File: src/cesd_pkg.sv
package cesd_pkg;

  typedef logic [7:0] byte_t;

  // escape decoder modes
  typedef enum logic [1:0] {
    MODE_PLAIN = 2'd0,
    MODE_ESC   = 2'd1,
    MODE_HEX0  = 2'd2,
    MODE_HEX1  = 2'd3
  } mode_t;

  localparam byte_t CH_BSL  = 8'h5C;
  localparam byte_t CH_NL   = 8'h0A;
  localparam byte_t CH_CR   = 8'h0D;
  localparam byte_t CH_VT   = 8'h0B;
  localparam byte_t CH_BS   = 8'h08;
  localparam byte_t CH_N    = 8'h6E;
  localparam byte_t CH_R    = 8'h72;
  localparam byte_t CH_V    = 8'h76;
  localparam byte_t CH_B    = 8'h62;
  localparam byte_t CH_X    = 8'h78;
  localparam byte_t CH_ZERO = 8'h30;
  localparam byte_t CH_NINE = 8'h39;
  localparam byte_t CH_LA   = 8'h61;
  localparam byte_t CH_LF   = 8'h66;
  localparam byte_t CH_UA   = 8'h41;
  localparam byte_t CH_UF   = 8'h46;
  localparam byte_t CH_NUL  = 8'h00;

  localparam int MaxOut = 4;
  localparam int CntW   = $clog2(MaxOut + 1);
  localparam int PosW   = $clog2(MaxOut);

  typedef logic [CntW-1:0] cnt_t;
  typedef logic [PosW-1:0] pos_t;

  // decoded hex digit
  typedef struct packed {
    logic       ok;
    logic [3:0] val;
    logic       upper;
  } hex_t;

  // list of bytes produced by one input beat
  typedef struct packed {
    byte_t [MaxOut-1:0] bytes;
    cnt_t               cnt;
  } emit_t;

  function automatic hex_t hex_decode(byte_t b);
    hex_t h;
    h = '0;
    if (b >= CH_ZERO && b <= CH_NINE) begin
      h.ok  = 1'b1;
      h.val = 4'(b - CH_ZERO);
    end else if (b >= CH_LA && b <= CH_LF) begin
      h.ok  = 1'b1;
      h.val = 4'(b - CH_LA + 8'd10);
    end else if (b >= CH_UA && b <= CH_UF) begin
      h.ok    = 1'b1;
      h.val   = 4'(b - CH_UA + 8'd10);
      h.upper = 1'b1;
    end
    return h;
  endfunction

  // held digit back to its original character
  function automatic byte_t held_char(logic [3:0] v, logic upper);
    byte_t r;
    if (v < 4'd10) begin
      r = CH_ZERO + {4'h0, v};
    end else begin
      r = (upper ? CH_UA : CH_LA) + {4'h0, v} - 8'd10;
    end
    return r;
  endfunction

  // append one byte to the list
  function automatic emit_t push(emit_t e, byte_t b);
    emit_t r;
    r = e;
    if (e.cnt < cnt_t'(MaxOut)) begin
      r.bytes[e.cnt[PosW-1:0]] = b;
      r.cnt = e.cnt + cnt_t'(1);
    end
    return r;
  endfunction

endpackage

File: src/cesd_in_if.sv
interface cesd_in_if;
  logic           valid;
  logic           ready;
  cesd_pkg::byte_t in_byte;
  logic           end_of_text;

  modport source (output valid, in_byte, end_of_text, input ready);
  modport sink   (input valid, in_byte, end_of_text, output ready);
endinterface

File: src/cesd_out_if.sv
interface cesd_out_if;
  logic           valid;
  logic           ready;
  cesd_pkg::byte_t out_byte;
  logic           run_last;
  logic           text_done;

  modport source (output valid, out_byte, run_last, text_done, input ready);
  modport sink   (input valid, out_byte, run_last, text_done, output ready);
endinterface

File: src/c_escape_string_decoder_unit.sv
// channel | dir | payload                          | handshake
// in_ch   | in  | in_byte[8], end_of_text          | valid/ready
// out_ch  | out | out_byte[8], run_last, text_done | valid/ready
//
// Each input beat is decoded in the cycle it is accepted into a result
// buffer of up to four bytes, which drains one beat per cycle while out_ch is ready.
// A beat with one result (or none) keeps one input per cycle while out_ch is ready;
// a beat with more results holds input until they drain through the single output port.
// Input is taken while the last buffered byte leaves in the same cycle.
// rst_n is synchronous, active low; it clears decoder mode and the buffer.
module c_escape_string_decoder_unit (
  input  logic       clk,
  input  logic       rst_n,
  cesd_in_if.sink    in_ch,
  cesd_out_if.source out_ch
);

  cesd_pkg::mode_t mode_r, mode_nxt;
  logic [3:0]      digit_r, digit_nxt;
  logic            upper_r, upper_nxt;

  cesd_pkg::byte_t [cesd_pkg::MaxOut-1:0] buf_r;
  cesd_pkg::cnt_t  rem_r;
  cesd_pkg::pos_t  pos_r;
  logic            last_r;

  cesd_pkg::emit_t e;
  cesd_pkg::hex_t  hx;
  cesd_pkg::byte_t b;
  logic            in_fire;
  logic            out_fire;

  assign b        = in_ch.in_byte;
  assign hx       = cesd_pkg::hex_decode(b);
  assign out_fire = out_ch.valid && out_ch.ready;
  assign in_fire  = in_ch.valid && in_ch.ready;

  // take a new beat when the buffer is empty or emptying now
  assign in_ch.ready = (rem_r == '0) ||
                       (rem_r == cesd_pkg::cnt_t'(1) && out_ch.ready);

  // decode one input byte against the current escape mode
  always_comb begin
    mode_nxt  = mode_r;
    digit_nxt = digit_r;
    upper_nxt = upper_r;
    e         = '0;
    case (mode_r)
      cesd_pkg::MODE_PLAIN: begin
        if (b == cesd_pkg::CH_BSL) mode_nxt = cesd_pkg::MODE_ESC;
        else e = cesd_pkg::push(e, b);
      end
      cesd_pkg::MODE_ESC: begin
        mode_nxt = cesd_pkg::MODE_PLAIN;
        if (b == cesd_pkg::CH_BSL) begin
          e = cesd_pkg::push(e, cesd_pkg::CH_BSL);
        end else if (b == cesd_pkg::CH_N) begin
          e = cesd_pkg::push(e, cesd_pkg::CH_NL);
        end else if (b == cesd_pkg::CH_R) begin
          e = cesd_pkg::push(e, cesd_pkg::CH_CR);
        end else if (b == cesd_pkg::CH_V) begin
          e = cesd_pkg::push(e, cesd_pkg::CH_VT);
        end else if (b == cesd_pkg::CH_B) begin
          e = cesd_pkg::push(e, cesd_pkg::CH_BS);
        end else if (b == cesd_pkg::CH_ZERO) begin
          e = cesd_pkg::push(e, cesd_pkg::CH_BSL);
          e = cesd_pkg::push(e, cesd_pkg::CH_NUL);
        end else if (b == cesd_pkg::CH_X) begin
          mode_nxt = cesd_pkg::MODE_HEX0;
        end else begin
          e = cesd_pkg::push(e, cesd_pkg::CH_BSL);
          e = cesd_pkg::push(e, b);
        end
      end
      cesd_pkg::MODE_HEX0: begin
        if (hx.ok) begin
          digit_nxt = hx.val;
          upper_nxt = hx.upper;
          mode_nxt  = cesd_pkg::MODE_HEX1;
        end else begin
          mode_nxt = cesd_pkg::MODE_PLAIN;
          e = cesd_pkg::push(e, cesd_pkg::CH_BSL);
          e = cesd_pkg::push(e, cesd_pkg::CH_X);
          if (b == cesd_pkg::CH_BSL) mode_nxt = cesd_pkg::MODE_ESC;
          else e = cesd_pkg::push(e, b);
        end
      end
      default: begin
        mode_nxt = cesd_pkg::MODE_PLAIN;
        if (hx.ok) begin
          // a value of zero comes out as backslash, zero byte
          if (digit_r == 4'h0 && hx.val == 4'h0) begin
            e = cesd_pkg::push(e, cesd_pkg::CH_BSL);
            e = cesd_pkg::push(e, cesd_pkg::CH_NUL);
          end else begin
            e = cesd_pkg::push(e, {digit_r, hx.val});
          end
        end else begin
          e = cesd_pkg::push(e, cesd_pkg::CH_BSL);
          e = cesd_pkg::push(e, cesd_pkg::CH_X);
          e = cesd_pkg::push(e, cesd_pkg::held_char(digit_r, upper_r));
          if (b == cesd_pkg::CH_BSL) mode_nxt = cesd_pkg::MODE_ESC;
          else e = cesd_pkg::push(e, b);
        end
        digit_nxt = 4'h0;
        upper_nxt = 1'b0;
      end
    endcase

    // flush an unfinished escape at end of text
    if (in_ch.end_of_text) begin
      if (mode_nxt != cesd_pkg::MODE_PLAIN) e = cesd_pkg::push(e, cesd_pkg::CH_BSL);
      if (mode_nxt == cesd_pkg::MODE_HEX0 || mode_nxt == cesd_pkg::MODE_HEX1) begin
        e = cesd_pkg::push(e, cesd_pkg::CH_X);
      end
      if (mode_nxt == cesd_pkg::MODE_HEX1) begin
        e = cesd_pkg::push(e, cesd_pkg::held_char(digit_nxt, upper_nxt));
      end
      mode_nxt  = cesd_pkg::MODE_PLAIN;
      digit_nxt = 4'h0;
      upper_nxt = 1'b0;
    end
  end

  // decoder state
  always_ff @(posedge clk) begin
    if (!rst_n) begin
      mode_r  <= cesd_pkg::MODE_PLAIN;
      digit_r <= 4'h0;
      upper_r <= 1'b0;
    end else if (in_fire) begin
      mode_r  <= mode_nxt;
      digit_r <= digit_nxt;
      upper_r <= upper_nxt;
    end
  end

  // result buffer control
  always_ff @(posedge clk) begin
    if (!rst_n) begin
      rem_r <= '0;
      pos_r <= '0;
    end else if (in_fire) begin
      rem_r <= e.cnt;
      pos_r <= '0;
    end else if (out_fire) begin
      rem_r <= rem_r - cesd_pkg::cnt_t'(1);
      pos_r <= pos_r + cesd_pkg::pos_t'(1);
    end
  end

  // result buffer payload
  always_ff @(posedge clk) begin
    if (in_fire) begin
      buf_r  <= e.bytes;
      last_r <= in_ch.end_of_text;
    end
  end

  // output beat
  assign out_ch.valid     = (rem_r != '0);
  assign out_ch.out_byte  = buf_r[pos_r];
  assign out_ch.run_last  = (rem_r == cesd_pkg::cnt_t'(1));
  assign out_ch.text_done = (rem_r == cesd_pkg::cnt_t'(1)) && last_r;

endmodule

File: src/flat_wrapper.sv
// flat-port wrapper written by rule: the top's interface ports become plain ports
module c_escape_string_decoder_unit_flat 
  (clk, rst_n, in_ch_valid, in_ch_in_byte, in_ch_end_of_text, in_ch_ready, out_ch_valid, out_ch_out_byte, out_ch_run_last, out_ch_text_done, out_ch_ready);
  cesd_in_if in_ch_i ();
  cesd_out_if out_ch_i ();
  input  logic clk;
  input  logic rst_n;
  input wire logic [$bits(in_ch_i.valid)-1:0] in_ch_valid;
  input wire logic [$bits(in_ch_i.in_byte)-1:0] in_ch_in_byte;
  input wire logic [$bits(in_ch_i.end_of_text)-1:0] in_ch_end_of_text;
  output wire logic [$bits(in_ch_i.ready)-1:0] in_ch_ready;
  output wire logic [$bits(out_ch_i.valid)-1:0] out_ch_valid;
  output wire logic [$bits(out_ch_i.out_byte)-1:0] out_ch_out_byte;
  output wire logic [$bits(out_ch_i.run_last)-1:0] out_ch_run_last;
  output wire logic [$bits(out_ch_i.text_done)-1:0] out_ch_text_done;
  input wire logic [$bits(out_ch_i.ready)-1:0] out_ch_ready;
  assign in_ch_i.valid = in_ch_valid;
  assign in_ch_i.in_byte = in_ch_in_byte;
  assign in_ch_i.end_of_text = in_ch_end_of_text;
  assign in_ch_ready = in_ch_i.ready;
  assign out_ch_valid = out_ch_i.valid;
  assign out_ch_out_byte = out_ch_i.out_byte;
  assign out_ch_run_last = out_ch_i.run_last;
  assign out_ch_text_done = out_ch_i.text_done;
  assign out_ch_i.ready = out_ch_ready;
  c_escape_string_decoder_unit u_core (.clk(clk), .rst_n(rst_n), .in_ch(in_ch_i), .out_ch(out_ch_i));
endmodule
File: config.mk
export PLATFORM = sky130hd
export DESIGN_NAME = c_escape_string_decoder_unit_flat
export DESIGN_NICKNAME = d
export VERILOG_FILES = /design/src/cesd_pkg.sv /design/src/cesd_in_if.sv /design/src/cesd_out_if.sv /design/src/c_escape_string_decoder_unit.sv /design/src/flat_wrapper.sv
export SDC_FILE = /design/constraint.sdc
export NUM_CORES = 1
export LEC_CHECK = 0
export BUFFER_PORTS_ARGS = -buffer_cell sky130_fd_sc_hd__buf_2
export CAP_MARGIN = 40
export CORE_UTILIZATION = 35
export CTS_CLUSTER_DIAMETER = 200
export DETAILED_ROUTE_END_ITERATION = 8
export RECOVER_POWER = 25
export SLEW_MARGIN = 5
export SYNTH_ARGS = -nofsm -noshare
export SYNTH_HDL_FRONTEND = slang
export SYNTH_SLANG_ARGS = --single-unit
File: constraint.sdc
create_clock -name clk -period 5.85 [get_ports clk]
set_input_delay 0.585 -clock clk [delete_from_list [all_inputs] [get_ports clk]]
set_output_delay 0.585 -clock clk [all_outputs]
set_load 0.01 [all_outputs]
==> impl_metrics.yaml <==
outcome:
  status: "finished, final reports clean"
synth:
  syn_nets: 457
  postSynthCellCount: 424
  synth_flop_cell: "edfxtp_1"
  yosys_warnings: 0
  post-synth-top-area-cell: "edfxtp_1"
  avgSynthCellArea_um2: 9.284
  synth_area_leaders: "edfxtp_1 (25%), ha_1 (6.4%), dfxtp_1 (6.1%)"
  synthArstFlopShare: 0
  synth_top_area_share: 0.2517
  synth_edf_count: 33
  synth_cell_types: 85
  synthesis.area_um2: 3936
  ys_seq_area_frac: 0.3128
  synth-seq-cells: 45
critical_path:
  criticalPathCategory: "input pin to flop"
  worstPathMaxFanout: 16
  arrival_ns: 5.48
  endpoint_kind: "flop"
  r2r_slack_ns: 0.78
  ff2ff_path_depth: 19
  worstPathRequired_ns: 5.88
  startpoint_type: "input pin"
  r2r-start: "u_core.mode_r[0]"
  rr_endpoint: "u_core.buf_r[21]"
drt:
  vias: 3452
  drcViolationCount: 0
  vias_per_cell: 5.983
  wire_per_inst_um: 19.30
  drt_wl_total_um: 11140
  drt-pass1-iter-count: 6
  ant_nets: 0
  drtIter0Drc: 312
place:
  globalplace.congestion: 0.9709
  dpl.hpwl_um: 8447
  port_buffers: 24
power:
  vdd_drop_max_uv: 121.4
  swShare: 0.3512
  p_clk_frac: 0.214
  p_int_uw: 622.5
  combPwrFrac: 0.307
  power_density_nw_per_um2: 229.4
  power.leakage_nw: 1.485
  power.switching_uw: 336.9
  seq_power_share: 0.479
min_path:
  worstHoldPathType: "flop to flop"
  holdPathStages: 2
  whs_endpoint: "u_core.rem_r[1]"
  holdCritStartpoint: "u_core.rem_r[1]"
sta:
  clock.fmax_mhz: 183.2
  min_period_over_period: 0.9329
  setup_viol_count_final: 0
  slew_headroom: 0.2990
  hold_viol_final: 0
  rsz0062_at_grt: "no"
  fin_tns_setup_ns: 0
  worstMarginPinSlew_ns: 1.051
  slew_viol_final: 0
  finalCriticalPeriod_ns: 5.457
  fin_worst_skew_ns: 0.01586
floorplan:
  start_util: 0.3615
  die_area_um2: 11670
  num_rows: 38
  core_um2: 10890
  die_w_um: 108.1
  fp.dieH_um: 108.1
  ios: 25
clock_tree:
  clk_path_buf_depth: 2
  clock_latency_ns: 0.31
  htree_levels: 2
  post_cts_resize_count: 0
  cts_buffers: 5
  cts_setup_buffers: 0
  cts_tree: "done"
  cts_root_buf: "clkbuf_8"
  hold_buffers: 0
  path_clk_slew_ns: 0.10
  clkSinkCount: 45
flow_run:
  cap_violations: 0
layout:
  drive_gt1_frac: 0.1579
  antenna_cells: 0
  utilization: 0.3841
  fin_nets: 469
  syn2layout_area_growth_pct: 6.230
  fillCellCount: 1118
global_routing:
  grt_pass1_wl_um: 18200
  grt_max_degree: 31
  grt_overflow: 0
  grt.total_usage: 0.2032
  antenna_found_initial: 0
  first_global_vias: 3311
placed cells by master, fill, tap and decap left out, drive strengths merged, types with 6 or more instances in the layout:
cell,n
a21o,8
a21oi,23
a22o,6
a22oi,18
and2,10
buf,17
clkbuf,19
dfxtp,12
edfxtp,33
ha,20
inv,24
mux4,8
nand2,30
nand3,12
nor2,36
nor2b,10
nor3,9
o21ai,34
o22ai,8
xnor2,6
power groups by stage:
| stage | Combinational, mW | Clock, mW | Sequential (mW) |
|---|---|---|---|
| after detailed placement | 0.308 | 0 | 0.471 |
| after global placement | 0.304 | 0 | 0.468 |
| after CTS | 0.309 | 0.213 | 0.463 |
| after global routing | 0.332 | 0.223 | 0.470 |
| final | 0.295 | 0.205 | 0.460 |
| after floorplan | 0.234 | 0 | 0.447 |
cells in the mapped netlist (all sizes together), types with 4 or more instances:
| master | n |
|---|---|
| clkbuf | 16 |
| nor3 | 9 |
| a221oi | 4 |
| ha | 20 |
| a31oi | 5 |
| a22o | 6 |
| o21ai | 34 |
| a21oi | 23 |
| a21o | 8 |
| inv | 23 |
| nor2 | 36 |
| and2 | 10 |
| nor2b | 10 |
| a22oi | 18 |
| o22ai | 8 |
| nand3 | 12 |
| mux2i | 4 |
| mux4 | 8 |
| nand2 | 30 |
| dfxtp | 12 |
| nand2b | 5 |
| and3 | 5 |
| or3 | 4 |
| xnor2 | 6 |
| edfxtp | 33 |
| o211ai | 5 |
| buf | 10 |
| a21boi | 4 |
logic make-up after synthesis:
| family | synth area share |
|---|---|
| flops | 0.3128 |
| compound gates | 0.2858 |
| mux | 0.05880 |
| buf+inv | 0.06611 |
| fa+ha+maj | 0.06357 |
| simple gates | 0.1910 |
| xor+xnor | 0.02193 |
layout make-up:
type,instances,area (um2),area share
clock buffers,5,68.82,0.01646
clock inverters,3,25.02,0.005984
inverters,24,90.09,0.02154
multi-input cells,329,2439,0.5832
flip-flops and latches,45,1231,0.2944
well taps,140,175.2,0.04189
repair buffers,31,152.6,0.03650
worst max path at each step:
stage | from | endpoint | slack, ns | cells after the start
after floorplan | in_ch_in_byte[0] | u_core.buf_r[17] | 0.82 | 23
after global placement | in_ch_in_byte[0] | u_core.buf_r[21] | 0.58 | 23
after detailed placement | in_ch_in_byte[0] | u_core.buf_r[21] | 0.32 | 23
after CTS | in_ch_in_byte[0] | u_core.buf_r[21] | 0.60 | 23
after global routing | in_ch_in_byte[1] | u_core.buf_r[18] | 0.12 | 23
final | in_ch_in_byte[0] | u_core.buf_r[21] | 0.39 | 23
state kept, by name, indices dropped and copies added (netlist names):
name,flops
u_core.digit_r,4
u_core.pos_r,2
u_core.buf_r,32
u_core.mode_r,2
u_core.last_r,1
u_core.upper_r,1
u_core.rem_r,3
worst max-delay path: stages:
cell       delay (ns)
buf_2            0.19
inv_1            0.15
ha_1             0.26
or3b_4           0.27
o2111ai_1        0.26
o221a_4          0.44
nor2_2           0.21
o31a_2           0.29
a2bb2oi_4        0.27
inv_1            0.10
ha_1             0.29
inv_1            0.05
mux2i_1          0.31
inv_1            0.12
ha_1             0.34
nor2_1           0.06
a21oi_1          0.17
ha_1             0.18
nand3_1          0.09
or2b_2           0.37
a21oi_1          0.20
or3_2            0.15
o311ai_1         0.13
routing by layer:
metal	vias up	GRT usage	part of all wire
li1	1617	-	-
met1	1660	0.2627	0.43
met2	145	0.3444	0.49
met3	30	0.03134	0.054
met4	0	0.06751	0.028
met5	-	0	0
through the flow:
step           cell area (um2)  worst slack, ns  power (mW)  hold slack [ns]  std cells
2_1_floorplan             3936           0.8236      0.6816           0.5010        424
3_3_place_gp              4106           0.5763      0.7719           0.5266        568
3_5_place_dp              4114           0.3173      0.7783           0.5296        569
4_1_cts                   4208           0.6007      0.9849           0.5447        577
5_1_grt                   4182           0.1218       1.024           0.5820        577
6_report                  4182           0.3926      0.9594           0.5436        577
Note: power is estimated with default switching activity, not from simulation.
